**config.mk**
```make
export PLATFORM = sky130hd
export DESIGN_NAME = hex_record_line_parser_top
export DESIGN_NICKNAME = d
export VERILOG_FILES = /design/src/rtl/core/hrlp_pkg.sv /design/src/rtl/core/hex_record_line_parser_top.sv
export SDC_FILE = /design/constraint.sdc
export NUM_CORES = 1
export LEC_CHECK = 0
export ABC_AREA = 1
export BUFFER_PORTS_ARGS = -buffer_cell sky130_fd_sc_hd__buf_2
export CAP_MARGIN = 20
export CORE_ASPECT_RATIO = 0.8
export CORE_MARGIN = 4
export CORE_UTILIZATION = 40
export CTS_CLUSTER_DIAMETER = 60
export DETAILED_ROUTE_END_ITERATION = 12
export PLACE_DENSITY_LB_ADDON = 0.12
export SETUP_SLACK_MARGIN = 0.15
export SYNTH_ARGS = -nofsm -noshare
export SYNTH_HDL_FRONTEND = slang
export SYNTH_SLANG_ARGS = --single-unit
export TNS_END_PERCENT = 30
```
**constraint.sdc**
```tcl
create_clock -name clk -period 5.4 [get_ports clk]
set_input_delay 0.54 -clock clk [delete_from_list [all_inputs] [get_ports clk]]
set_output_delay 0.54 -clock clk [all_outputs]
set_load 0.1 [all_outputs]
```
**src/rtl/core/hrlp_pkg.sv**
```systemverilog
// ----------------------------------------------------------------------------
// hrlp_pkg
// Types, character codes and the hex digit decoder for the hex record line
// parser.
// ----------------------------------------------------------------------------
package hrlp_pkg;

    localparam logic [7:0] CH_CR    = 8'h0d;
    localparam logic [7:0] CH_LF    = 8'h0a;
    localparam logic [7:0] CH_COLON = 8'h3a;
    localparam logic [7:0] CH_COMMA = 8'h2c;
    localparam logic [7:0] CH_SKIP  = 8'h48;
    localparam logic [7:0] CH_ZERO  = 8'h30;
    localparam logic [7:0] CH_NINE  = 8'h39;
    localparam logic [7:0] CH_LA    = 8'h61;
    localparam logic [7:0] CH_LF_HEX = 8'h66;

    localparam logic KIND_BYTE = 1'b0;
    localparam logic KIND_END  = 1'b1;

    localparam logic [7:0] COUNT_MAX = 8'hff;

    typedef enum logic [1:0] {
        PH_HEADER = 2'd0,
        PH_DATA   = 2'd1,
        PH_CHECK  = 2'd2,
        PH_SKIP   = 2'd3
    } phase_t;

    typedef struct packed {
        logic       ok;
        logic [3:0] val;
    } hex_t;

    // Lowercase hex only; uppercase counts as a bad character.
    function automatic hex_t hex_decode(input logic [7:0] c);
        hex_t       h;
        logic [7:0] d;
        h = '0;
        d = '0;
        if (c inside {[CH_ZERO:CH_NINE]}) begin
            d     = c - CH_ZERO;
            h.ok  = 1'b1;
            h.val = d[3:0];
        end else if (c inside {[CH_LA:CH_LF_HEX]}) begin
            d     = c - CH_LA + 8'd10;
            h.ok  = 1'b1;
            h.val = d[3:0];
        end
        return h;
    endfunction

endpackage

```
**src/rtl/core/hex_record_line_parser_top.sv**
```systemverilog
// ----------------------------------------------------------------------------
// hex_record_line_parser_top
// Parses ASCII hex record lines one character at a time, reports each data
// byte and, at line feed, the address, byte count and XOR checksum result.
// ----------------------------------------------------------------------------
// An accepted character passes through the input register, then the result
// register. Throughput: one character per cycle; the input stalls only while a
// held result is stalled and the input register is full.
// Reset (rst_n low, asynchronous): pipeline empty, parser back in the header
// phase with all accumulators cleared.
module hex_record_line_parser_top (
    input  logic        clk,
    input  logic        rst_n,
    input  logic        in_valid,
    output logic        in_stall,
    input  logic [7:0]  char_in,
    output logic        out_valid,
    input  logic        out_stall,
    output logic        kind,
    output logic [7:0]  byte_value,
    output logic [7:0]  byte_index,
    output logic [15:0] record_address,
    output logic [7:0]  received_check,
    output logic [7:0]  computed_check,
    output logic        check_ok,
    output logic        bad_char
);
    import hrlp_pkg::*;

    // input register
    logic        in_full_reg;
    logic [7:0]  char_reg;

    // parser state
    phase_t      phase_reg, phase_next;
    logic [15:0] addr_reg, addr_next;
    logic [7:0]  hold_reg, hold_next;
    logic [1:0]  ncount_reg, ncount_next;
    logic [7:0]  bcount_reg, bcount_next;
    logic [7:0]  xor_reg, xor_next;
    logic [7:0]  check_reg, check_next;
    logic        err_reg, err_next;

    // result register
    logic        out_valid_reg;
    logic        kind_reg;
    logic [7:0]  value_reg;
    logic [7:0]  index_reg;
    logic [15:0] raddr_reg;
    logic [7:0]  rcheck_reg;
    logic [7:0]  ccheck_reg;
    logic        ok_reg;
    logic        bad_reg;

    logic        emit;
    logic        emit_kind;
    logic [7:0]  shifted;
    logic [2:0]  ncount_inc;
    logic        advance;
    logic        work;
    hex_t        hx;

    assign advance  = !out_valid_reg || !out_stall;
    assign work     = in_full_reg && advance;
    assign in_stall = in_full_reg && !advance;

    assign hx         = hex_decode(char_reg);
    assign shifted    = {hold_reg[3:0], hx.val};
    assign ncount_inc = {1'b0, ncount_reg} + 3'd1;

    // next state
    always_comb
    begin
        phase_next  = phase_reg;
        addr_next   = addr_reg;
        hold_next   = hold_reg;
        ncount_next = ncount_reg;
        bcount_next = bcount_reg;
        xor_next    = xor_reg;
        check_next  = check_reg;
        err_next    = err_reg;
        if (char_reg == CH_LF)
        begin
            phase_next  = PH_HEADER;
            addr_next   = '0;
            hold_next   = '0;
            ncount_next = '0;
            bcount_next = '0;
            xor_next    = '0;
            check_next  = '0;
            err_next    = 1'b0;
        end
        else if (char_reg != CH_CR)
        begin
            case (phase_reg)
                PH_HEADER:
                begin
                    if (char_reg == CH_COLON)
                        phase_next = PH_DATA;
                    else if (char_reg != CH_SKIP)
                    begin
                        if (!hx.ok)
                        begin
                            err_next   = 1'b1;
                            phase_next = PH_SKIP;
                        end
                        else
                            addr_next = {addr_reg[11:0], hx.val};
                    end
                end
                PH_DATA:
                begin
                    if (char_reg == CH_COMMA)
                        phase_next = PH_CHECK;
                    else if (!hx.ok)
                    begin
                        err_next   = 1'b1;
                        phase_next = PH_SKIP;
                    end
                    else if (ncount_inc >= 3'd2)
                    begin
                        // byte complete: fold into checksum and clear the pair
                        xor_next    = xor_reg ^ shifted;
                        hold_next   = '0;
                        ncount_next = '0;
                        if (bcount_reg != COUNT_MAX)
                            bcount_next = bcount_reg + 8'd1;
                    end
                    else
                    begin
                        hold_next   = shifted;
                        ncount_next = ncount_inc[1:0];
                    end
                end
                PH_CHECK:
                begin
                    if (!hx.ok)
                    begin
                        err_next   = 1'b1;
                        phase_next = PH_SKIP;
                    end
                    else if (ncount_reg < 2'd2)
                    begin
                        hold_next   = shifted;
                        ncount_next = ncount_inc[1:0];
                        if (ncount_inc == 3'd2)
                            check_next = shifted;
                    end
                end
                default:
                begin
                    phase_next = PH_SKIP;
                end
            endcase
        end
    end

    // result decode
    always_comb
    begin
        emit      = 1'b0;
        emit_kind = KIND_BYTE;
        if (char_reg == CH_LF)
        begin
            emit      = 1'b1;
            emit_kind = KIND_END;
        end
        else if (char_reg != CH_CR && phase_reg == PH_DATA &&
                 char_reg != CH_COMMA && hx.ok && ncount_inc >= 3'd2)
        begin
            emit = 1'b1;
        end
    end

    always_ff @(posedge clk or negedge rst_n)
    begin
        if (!rst_n)
        begin
            in_full_reg   <= 1'b0;
            out_valid_reg <= 1'b0;
            phase_reg     <= PH_HEADER;
            addr_reg      <= '0;
            hold_reg      <= '0;
            ncount_reg    <= '0;
            bcount_reg    <= '0;
            xor_reg       <= '0;
            check_reg     <= '0;
            err_reg       <= 1'b0;
        end
        else
        begin
            if (!in_stall)
                in_full_reg <= in_valid;
            if (advance)
                out_valid_reg <= work && emit;
            if (work)
            begin
                phase_reg  <= phase_next;
                addr_reg   <= addr_next;
                hold_reg   <= hold_next;
                ncount_reg <= ncount_next;
                bcount_reg <= bcount_next;
                xor_reg    <= xor_next;
                check_reg  <= check_next;
                err_reg    <= err_next;
            end
        end
    end

    // payload registers
    always_ff @(posedge clk)
    begin
        if (in_valid && !in_stall)
            char_reg <= char_in;
        if (work && emit)
        begin
            kind_reg <= emit_kind;
            if (emit_kind == KIND_END)
            begin
                value_reg  <= '0;
                index_reg  <= bcount_reg;
                raddr_reg  <= addr_reg;
                rcheck_reg <= check_reg;
                ccheck_reg <= xor_reg;
                ok_reg     <= (check_reg == xor_reg);
                bad_reg    <= err_reg;
            end
            else
            begin
                value_reg  <= shifted;
                index_reg  <= bcount_reg;
                raddr_reg  <= '0;
                rcheck_reg <= '0;
                ccheck_reg <= '0;
                ok_reg     <= 1'b0;
                bad_reg    <= 1'b0;
            end
        end
    end

    assign out_valid      = out_valid_reg;
    assign kind           = kind_reg;
    assign byte_value     = value_reg;
    assign byte_index     = index_reg;
    assign record_address = raddr_reg;
    assign received_check = rcheck_reg;
    assign computed_check = ccheck_reg;
    assign check_ok       = ok_reg;
    assign bad_char       = bad_reg;

endmodule

```
; ---- Word level (Yosys, flattened, before mapping)
; Cells that the tools add are included.
; Widths: inputs -> output; s select.
[totals]
ff_bits = 110
input_bits = 12
out_inout_bits = 53
wordCells = 146
[classes]
add_sub_neg = 5
order_cmp = 6
n_eq_ne = 20
muxes = 60
bitwise = 1
n_reduce_logical = 35
[op_table]
columns = operator, n
row1 = $mux 8, 19
row2 = $mux 16, 6
row3 = $mux 4, 7
row4 = $mux 2, 13
row5 = $reduce_and 6->1, 4
row6 = $reduce_bool 2->1, 10
row7 = $ne 3x3->1 const B, 6
row8 = $eq 8x6->1 const B, 2
row9 = $reduce_and 7->1, 2
row10 = $logic_and 1x1->1, 10
row11 = $mux 5, 2
row12 = $mux 1, 9
row13 = $add 8x1->8 const B, 1
row14 = $eq 8x4->1 const B, 1
row15 = $eq 8x8->1, 1
row16 = $ge 8x6->1 const B, 1
row17 = $ge 8x7->1 const B, 1
row18 = $le 8x6->1 const B, 1
row19 = $le 8x7->1 const B, 1
row20 = $ne 8x4->1 const B, 1
row21 = $ne 8x6->1 const B, 1
row22 = $ne 8x7->1 const B, 1
row23 = $ne 8x8->1 const B, 1
row24 = $pmux 4 s2, 1
row25 = 20 further kinds, 25

; ---- Logic depth before layout (Yosys ltp)
; Gate-level depths: netlist (run 1).
[logic_depth]
depth_word = 11
depth_mapped = 13
depth_no_buf = 13

; ---- Worst setup path after synthesis (run 1)
; No wires, ideal clock.
[synth_path]
path_type = flip-flop to flip-flop
startpoint = reg out_valid_reg, in the netlist out_valid
endpoint = reg bad_reg, in the netlist bad_char (enable)
setup_time_ns = 0.405
arrival_time_ns = 2.721
required_time_ns = 4.995
setup_slack_ns = 2.273
path_stages_with_launch = 9
n_path_buf = 1
synth_period_minus_slack_ns = 3.127
path_cell_list = dfrtp_1 > nand2_1 > nand2_1 > inv_1 > nand2_1 > a21oi_4 > nand2_4 > buf_6 > inv_1
[synth_via]
elab_chain_len = 4
[synth_lines]
columns = element, line
row1 = start: declaration, hex_record_line_parser_top.sv:45  ; logic out_valid_reg;
row2 = start signal: assignment, hex_record_line_parser_top.sv:195  ; out_valid_reg <= work && emit;
row3 = $logic_not 1->1, hex_record_line_parser_top.sv:63  ; assign advance = !out_valid_reg || !out_stall;
row4 = $logic_or 1x1->1, hex_record_line_parser_top.sv:63
row5 = $logic_and 1x1->1, hex_record_line_parser_top.sv:64  ; assign work = in_full_reg && advance;
row6 = $logic_and 1x1->1, hex_record_line_parser_top.sv:215  ; if (work && emit)
row7 = end signal: assignment, hex_record_line_parser_top.sv:226  ; bad_reg <= err_reg;
row8 = end: declaration, hex_record_line_parser_top.sv:53  ; logic bad_reg;
; No other way between the ends.
; A chain may end at the register's enable or synchronous reset.

; ---- Worst setup path in the final report (run 1)
[layout_path]
startpoint = reg char_reg[0]
endpoint = reg raddr_reg[13], in the netlist record_address[13] (enable)
[layout_via]
elab_chain_len = 9
word_cells_on_any_way = 18
cone_classes = order compare (4) / eq/ne (3) / mux (4) / reduce/logical (7)
[layout_lines]
columns = element, line
row1 = start: declaration, hex_record_line_parser_top.sv:32  ; logic [7:0] char_reg;
row2 = start signal: assignment, hex_record_line_parser_top.sv:214  ; char_reg <= char_in;
row3 = $ge 8x7->1 or $le 8x7->1 (tied branches), hrlp_pkg.sv:45  ; end else if (c inside {[CH_LA:CH_LF_HEX]}) begin
row4 = $logic_and 1x1->1, hrlp_pkg.sv:45
row5 = $mux 5, hrlp_pkg.sv:45
row6 = $mux 5, hrlp_pkg.sv:41  ; if (c inside {[CH_ZERO:CH_NINE]}) begin
row7 = $logic_and 1x1->1 (2 in a row), hex_record_line_parser_top.sv:169  ; char_reg != CH_COMMA && hx.ok && ncount_inc >= 3'd2)
row8 = $mux 1, hex_record_line_parser_top.sv:168  ; else if (char_reg != CH_CR && phase_reg == PH_DATA &&
row9 = $mux 1 (*), hex_record_line_parser_top.sv:163  ; if (char_reg == CH_LF)
row10 = $logic_and 1x1->1 (*), hex_record_line_parser_top.sv:215
row11 = end signal: assignment, hex_record_line_parser_top.sv:222  ; raddr_reg <= addr_reg;
row12 = end: declaration, hex_record_line_parser_top.sv:49  ; logic [15:0] raddr_reg;
; Mark *: on every way between the ends. The rest lies on a longest branch, timed or not.

==> reports/metrics.cfg, run 1 <==
[worst_setup_path]
critPathCaptureType=flop
worstPathArrival_ns=2.87
crit_path_max_fanout=69
critPathMaxStageDelay_ns=0.45
crit_type=reg2reg
path_cells=inv_1, ha_1, nand2_2, nor2_8, inv_4, nand3_4, nand2_4, inv_2, buf_12
cp_top_family=buffers and inverters
cp.buffers_inverters=4
worstSetupStartpoint=char_reg[0]$_DFFE_PP_
cpMaxStageDelayCell=inv_2
r2r_start=char_reg[0]$_DFFE_PP_
crit_path_start_kind=flop
critPathRequiredTime_ns=5.45

[layout]
multiInputGateArea_um2=1510
antenna_cells=0
register_area_um2=3050
design_area_um2=5680
drive_above_1_share=0.176
syn_to_final_growth_pct=15.2
fillCellCount=1110
final_nets=578

[yosys]
post_synth_mux_area_share=0
synthFlopType=edfxtp_1
synth_area_leaders=edfxtp_1, dfrtp_1, nand2_1, inv_1, nor2_1
synth_top_area_frac=0.360
synth_cells=495
ys_top_cells_by_count=nand2_1, inv_1, edfxtp_1
syn_avg_cell_area_um2=9.95
synth_area_leader_cell=edfxtp_1
ys_types=35
yosys.area_share.adder=0.0203
ys_warn_count=0
synth_area_um2=4920
ys_async_sr_fraction=0.464
synth_top_family_by_area=simple AND/OR/NAND/NOR gates
synth_nets=515
ys_seq_area_frac=0.619
post_synth_and_or_nand_nor_area_fraction=0.189
synth_compound_area_frac=0.0732
synth_edf_count=59
synth-xor-area-share=0.0249
yosysMostFrequentCell=nand2_1
synth-seq-cells=110

[floorplan]
rows=35
dieArea_um2=14200
coreArea_um2=11800
ioPinCount=65
die_w_um=132
initial_core_util=0.418
die_y_um=107

[timing]
rsz0062_at_grt=no
setup_tns_ns=0
worst_pin_slew_ns=0.869
setup_slack_ns=2.58
slew_violations=0
relSlewSlack=0.417
period_share=0.523
fin_crit_ns=2.82
setup_viol=0
max_freq_mhz=354
fin_skew_ns=0.00674
hold_viol_final=0

[drt]
post-route-drc-count=0
wl_um=9780
drt_iter0_drc=350
vias=3378
detail_route.wl_per_cell_um=13.8
drt_first_pass_iters=4
avgViaCountPerCell=4.75
antenna_left=0

[grt]
grt_use_total=0.146
grt_pass1_wl_um=16600
grt_pass1_vias=3378
grt_max_degree=70
antenna_found_initial=0
overflow=0

[placed_design]
gp_congestion=0.870
dpl.hpwl_um=6600
place_area_um2=5360
pre_cts_ws_ns=2.31
port_buffers=64

[clocking]
ctsHoldBuffers=0
cts_setup_buffers=0
clk_latency_ns=0.35
post_cts_resized=0
path_clk_slew_ns=0.07
cts.sinks=110
h-tree-depth=3
cts.root.buffer_cell=clkbuf_16
tritoncts=yes
clockBufferDepth=2
cts_buffers=9

[pwr]
peakVddDrop_v=0.000186
leakage_nw=2.42
power_density_nw_per_um2=301

[outcome]
status=completed

[flow_run]
drv_cap=0

[min_path]
hold_path_class=in2async

==> cell type report <==
class | instances | area share
Sequential cell | 110 | 0.537
Timing Repair Buffer | 66 | 0.0613
Clock inverter | 5 | 0.0101
Clock buffer | 11 | 0.0428
Tap cell | 148 | 0.0326
Multi-Input combinational cell | 297 | 0.267
Inverter | 74 | 0.0494
==> metal layers <==
| metal | part of all wire | track usage |
|---|---|---|
| met2 | 0.44 | 0.229 |
| met5 | 0 | 0 |
| met1 | 0.50 | 0.202 |
| met3 | 0.061 | 0.0478 |
| met4 | 0.0063 | 0.0225 |
==> worst reg2reg max path: stages (launching register included) <==
cell and delay [ns]:
edfxtp_1 0.44, inv_1 0.16, ha_1 0.18, nand2_2 0.10, nor2_8 0.22, inv_4 0.27
nand3_4 0.26, nand2_4 0.16, inv_2 0.46, buf_12 0.27
==> stage by stage <==
step	hold slack, ns	util	std cells	power (W)
6_report	0.302	0.482	711	0.00171
5_1_grt	0.348	0.482	711	0.00179
4_1_cts	0.345	0.480	710	0.00172
3_5_place_dp	0.465	0.455	694	0.00105
3_3_place_gp	0.465	0.455	694	0.00105
2_1_floorplan	0.244	-	495	0.00101
==> report_power, final <==
part           total [W]  leakage (nW)  switching (W)  internal, W
Combinational   0.000115          1.02      0.0000754    0.0000400
Sequential      0.000916          1.25      0.0000173     0.000899
Clock           0.000675         0.150       0.000300     0.000375
Total            0.00171          2.42       0.000393      0.00131
==> path summary, 6_finish.rpt <==
kind                                                         end  slack, ns  depth (start not counted)
worst max-delay path            record_address[13]$_SDFFCE_PN0P_       2.58                          9
worst min-delay path                       out_valid$_DFFE_PN0N_       0.30                          2
worst max register to register  record_address[13]$_SDFFCE_PN0P_       2.58                          9
worst min register to register           byte_index[4]$_DFFE_PP_       0.48                          0
max in group asynchronous                addr_reg[6]$_DFFE_PN0P_       4.63                          2
min in group clk                           char_reg[6]$_DFFE_PP_       0.36                          1
==> cell families after synthesis <==
group           Yosys count
buf+inv                  88
simple gates            210
xor+xnor                 14
compound gates           65
flops                   110
fa+ha+maj                 8
==> layout by cell type, fill, tap and decap left out, types with 3 or more instances in the layout <==
cell type and instances:
o21ai_1 31, buf_2 64, nor2_1 58, nor3_1 3, ha_1 8, o31ai_1 4, xnor2_1 6, nand3_1 20
o21ai_0 17, nand2_1 110, nand4_1 4, nor2_2 3, edfxtp_1 59, inv_1 71, o211ai_1 3, a21oi_1 6
dfrtp_1 51, clkbuf_16 9, xor2_1 8
Power figures use the tool's default switching activity.
==> run 2: changes to the inputs <==
--- a/config.mk
+++ b/config.mk
@@ -5,7 +5,7 @@
 export SDC_FILE = /design/constraint.sdc
 export NUM_CORES = 1
 export LEC_CHECK = 0
-export ABC_AREA = 1
+export ABC_AREA = 0
 export BUFFER_PORTS_ARGS = -buffer_cell sky130_fd_sc_hd__buf_2
 export CAP_MARGIN = 20
 export CORE_ASPECT_RATIO = 0.8
==> constraint.sdc (replaced) <==
create_clock -name clk -period 2.46 [get_ports clk]
set_input_delay 0.246 -clock clk [delete_from_list [all_inputs] [get_ports clk]]
set_output_delay 0.246 -clock clk [all_outputs]
set_load 0.1 [all_outputs]
==> run 2 against run 1 <==
  * The run now ends with setup timing left
  * Count of clock-buffer cells in the layout fell by 1
  * Synthesized area rose by 0.53%
  * Register-to-register slack got worse by 2.6 ns
  * First-iteration DRC count fell by 57%
  * Design area rose by 17%
  * Critical path depth rose by 1
  * Clock skew rose by 0.0021 ns
  * Core utilization rose by 6.6 points
  * Non-clock buffer count rose by 64
  * Synthesized cell count fell by 19%
  * Sequential power rose by 120%
  * Via count rose by 1.4%
  * Highest routed layer unchanged
==> reports/metrics.cfg, run 2 <==
[yosys]
synth_edf_count=59  ; unchanged
synth_top_area_frac=0.358  ; was 0.360
ys_async_sr_fraction=0.464  ; unchanged
ys_types=51  ; was 35
synth_area_leader_cell=edfxtp_1  ; unchanged
synth_cells=403  ; was 495
synthFlopType=edfxtp_1  ; unchanged
ys_top_cells_by_count=edfxtp_1, dfrtp_1, nand2_1  ; was nand2_1, inv_1, edfxtp_1
synth-seq-cells=110  ; unchanged
syn_avg_cell_area_um2=12.3  ; was 9.95 µm²
synth_nets=423  ; was 515
synth_area_um2=4950  ; was 4920 µm²
yosysMostFrequentCell=edfxtp_1  ; was nand2_1
ys_seq_area_frac=0.616  ; was 0.619
synth_area_leaders=edfxtp_1, dfrtp_1, mux2i_1, mux2_2, and2_1  ; was edfxtp_1, dfrtp_1, nand2_1, inv_1, nor2_1
ys_warn_count=0  ; unchanged

[clocking]
clockBufferDepth=2  ; unchanged
path_clk_slew_ns=0.08  ; was 0.07 ns
cts_buffers=9  ; unchanged
clk_latency_ns=0.36  ; was 0.35 ns
cts.sinks=110  ; unchanged
tritoncts=yes  ; unchanged
cts.root.buffer_cell=clkbuf_16  ; unchanged
h-tree-depth=3  ; unchanged

[layout]
mostFrequentLayoutCells=buf_2, edfxtp_1, dfrtp_1  ; was nand2_1, inv_1, buf_2
fillCellCount=1046  ; was 1110
antenna_cells=0  ; unchanged
syn_to_final_growth_pct=34.7  ; was 15.2%
final_common_cell=buf_2  ; was nand2_1
final_nets=547  ; was 578
drive_above_1_share=0.365  ; was 0.176
finalNonFillerCells=684  ; was 711

[drt]
avgViaCountPerCell=5.01  ; was 4.75
vias=3425  ; was 3378
antenna_left=0  ; unchanged
detail_route.wl_per_cell_um=16.7  ; was 13.8 µm
drt_first_pass_iters=4  ; unchanged
post-route-drc-count=0  ; unchanged
drt_iter0_drc=149  ; was 350
wl_um=11400  ; was 9780 µm

[floorplan]
initial_core_util=0.407  ; was 0.418
die_y_um=108  ; was 107 µm
dieArea_um2=14200  ; about the same
die_w_um=132  ; about the same
coreArea_um2=12200  ; was 11800 µm²
ioPinCount=65  ; unchanged
rows=36  ; was 35

[timing]
slew_violations=0  ; unchanged
fin_crit_ns=2.47  ; was 2.82 ns
setup_viol=2  ; was 0
setup_slack_ns=-0.00768  ; was 2.58 ns
max_freq_mhz=405  ; was 354 MHz
hold_viol_final=0  ; unchanged
fin_skew_ns=0.00886  ; was 0.00674 ns
relSlewSlack=0.647  ; was 0.417
rsz0062_at_grt=yes  ; was no
period_share=1.00  ; was 0.523
worst_pin_slew_ns=0.525  ; was 0.869 ns

[placed_design]
dpl.hpwl_um=7190  ; was 6600 µm
port_buffers=64  ; unchanged
dp.cells=632  ; was 694
gp_congestion=0.739  ; was 0.870

[flow_run]
drv_cap=0  ; unchanged

[worst_setup_path]
cpMaxStageDelayCell=edfxtp_1  ; was inv_2
crit_path_frequent_cell=buf_4
critPathCaptureType=flop  ; unchanged
critPathMaxStageDelay_ns=0.39  ; was 0.45 ns
crit_type=reg2reg  ; unchanged
critPathRequiredTime_ns=2.71  ; was 5.45 ns
path_cells=inv_2, ha_4, nor3b_1, buf_4, nor4_4, buf_4, o221ai_4, a211oi_4, buf_4, mux2_4  ; was inv_1, ha_1, nand2_2, nor2_8, inv_4, nand3_4, nand2_4, inv_2, buf_12
worstPathArrival_ns=2.72  ; was 2.87 ns
crit_path_start_kind=flop  ; unchanged
crit_path_max_fanout=4  ; was 69

[outcome]
status=complete, but fails checks  ; was completed
violations=setup timing

[pwr]
p_total_w=0.00374  ; was 0.00171 W
leakage_nw=3.01  ; was 2.42 nW
power_density_nw_per_um2=561  ; was 301 nW/µm²
peakVddDrop_v=0.000483  ; was 0.000186 V

[min_path]
hold_path_class=in2reg  ; was in2async

[grt]
grt_pass1_wl_um=18100  ; was 16600 µm
overflow=0  ; unchanged
grt_use_total=0.162  ; was 0.146
antenna_found_initial=0  ; unchanged
grt_max_degree=30  ; was 70
grt_pass1_vias=3408  ; was 3378

run 2: cell count changes in the layout (fill, tap and decap cells not counted), moves of 14 or more:
cell     change
o21ai_1     -30
mux2i_1     +17
nand2_1     -78
nand3_1     -14
mux2_4      +14
and2_1      +30
inv_1       -45
nor2_1      -37
buf_4       +39
run 2: stage by stage:
step / instance area (µm²) / setup TNS [ns] / utilization / setup slack [ns] / hold WS [ns]
after floorplan: 5000 / -21.76 / - / -0.422 / -0.0496
after global placement: 5680 / 0 / 0.467 / 0.0327 / 0.0439
after detailed placement: 5680 / -0.791 / 0.467 / -0.0871 / 0.0389
after CTS: 6240 / 0 / 0.513 / 0.0585 / 0.0465
after global routing: 6670 / -3.56 / 0.548 / -0.125 / 0.0425
final: 6670 / -0.0135 / 0.548 / -0.00768 / 0.0587
run 2: metal layers:
metal	wire length, µm	GRT usage	up-vias	share of wire
met2	5000	0.236	64	0.44
met3	500	0.0491	11	0.044
li1	-	-	1690	-
met5	0	0	-	0
met1	5770	0.233	1660	0.51
met4	139	0.0512	0	0.012
run 2: area by class of cell:
cell class                 count  area (µm²)  share of cell area
inverter                      28         105              0.0158
multi-input combinational    248        1950               0.293
clock inverter                 6        75.1              0.0113
sequential                   110        3050               0.457
tap                          152         190              0.0285
clock buffer                  10         229              0.0343
timing repair buffer         130        1070               0.160
run 2: repair_timing:
action                     CTS  global route
setup buffers                8            19
gates cloned                 3             5
pin swaps                   10            13
hold endpoints to repair    51             0
resized for setup           23            40
hold buffers                 1             0
setup endpoints to repair  102           125
run 2: path summary, 6_finish.rpt:
kind,start,to,slack (ns),cells after the start
worst max-delay path,char_reg[0]$_DFFE_PP_,addr_reg[1]$_DFFE_PN0P_,-0.008,10
worst min-delay path,char_in[0],char_reg[0]$_DFFE_PP_,0.06,1
worst max register to register,char_reg[0]$_DFFE_PP_,addr_reg[1]$_DFFE_PN0P_,-0.008,10
worst min register to register,err_reg$_DFFE_PN0P_,err_reg$_DFFE_PN0P_,0.50,1
max in group asynchronous,rst_n,check_reg[0]$_DFFE_PN0P_,1.69,3
min in group asynchronous,rst_n,out_valid$_DFFE_PN0N_,0.21,2
run 2: report_power, final:
part | switching [W] | leakage [nW] | total [W] | internal [W]
Sequential | 0.0000304 | 1.22 | 0.00200 | 0.00197
Combinational | 0.000129 | 1.64 | 0.000228 | 0.0000990
Clock | 0.000699 | 0.146 | 0.00151 | 0.000809
run 2: worst max-delay path, delay by kind of cell (launching register included):
kind	cells	cell delay, ns
AO/OA/AOI/OAI	2	0.51
adder cells (fa/ha/maj)	1	0.15
buffers and inverters	4	0.60
flip-flops	1	0.39
multiplexers	1	0.29
AND/OR/NAND/NOR	2	0.43
run 2: kinds of logic after synthesis:
family	synth area share
AND/OR/NAND/NOR	0.152
adder cells (fa/ha/maj)	0.0202
buffers and inverters	0.0364
AO/OA/AOI/OAI	0.0806
XOR/XNOR	0.0142
multiplexers	0.0811
flip-flops	0.616
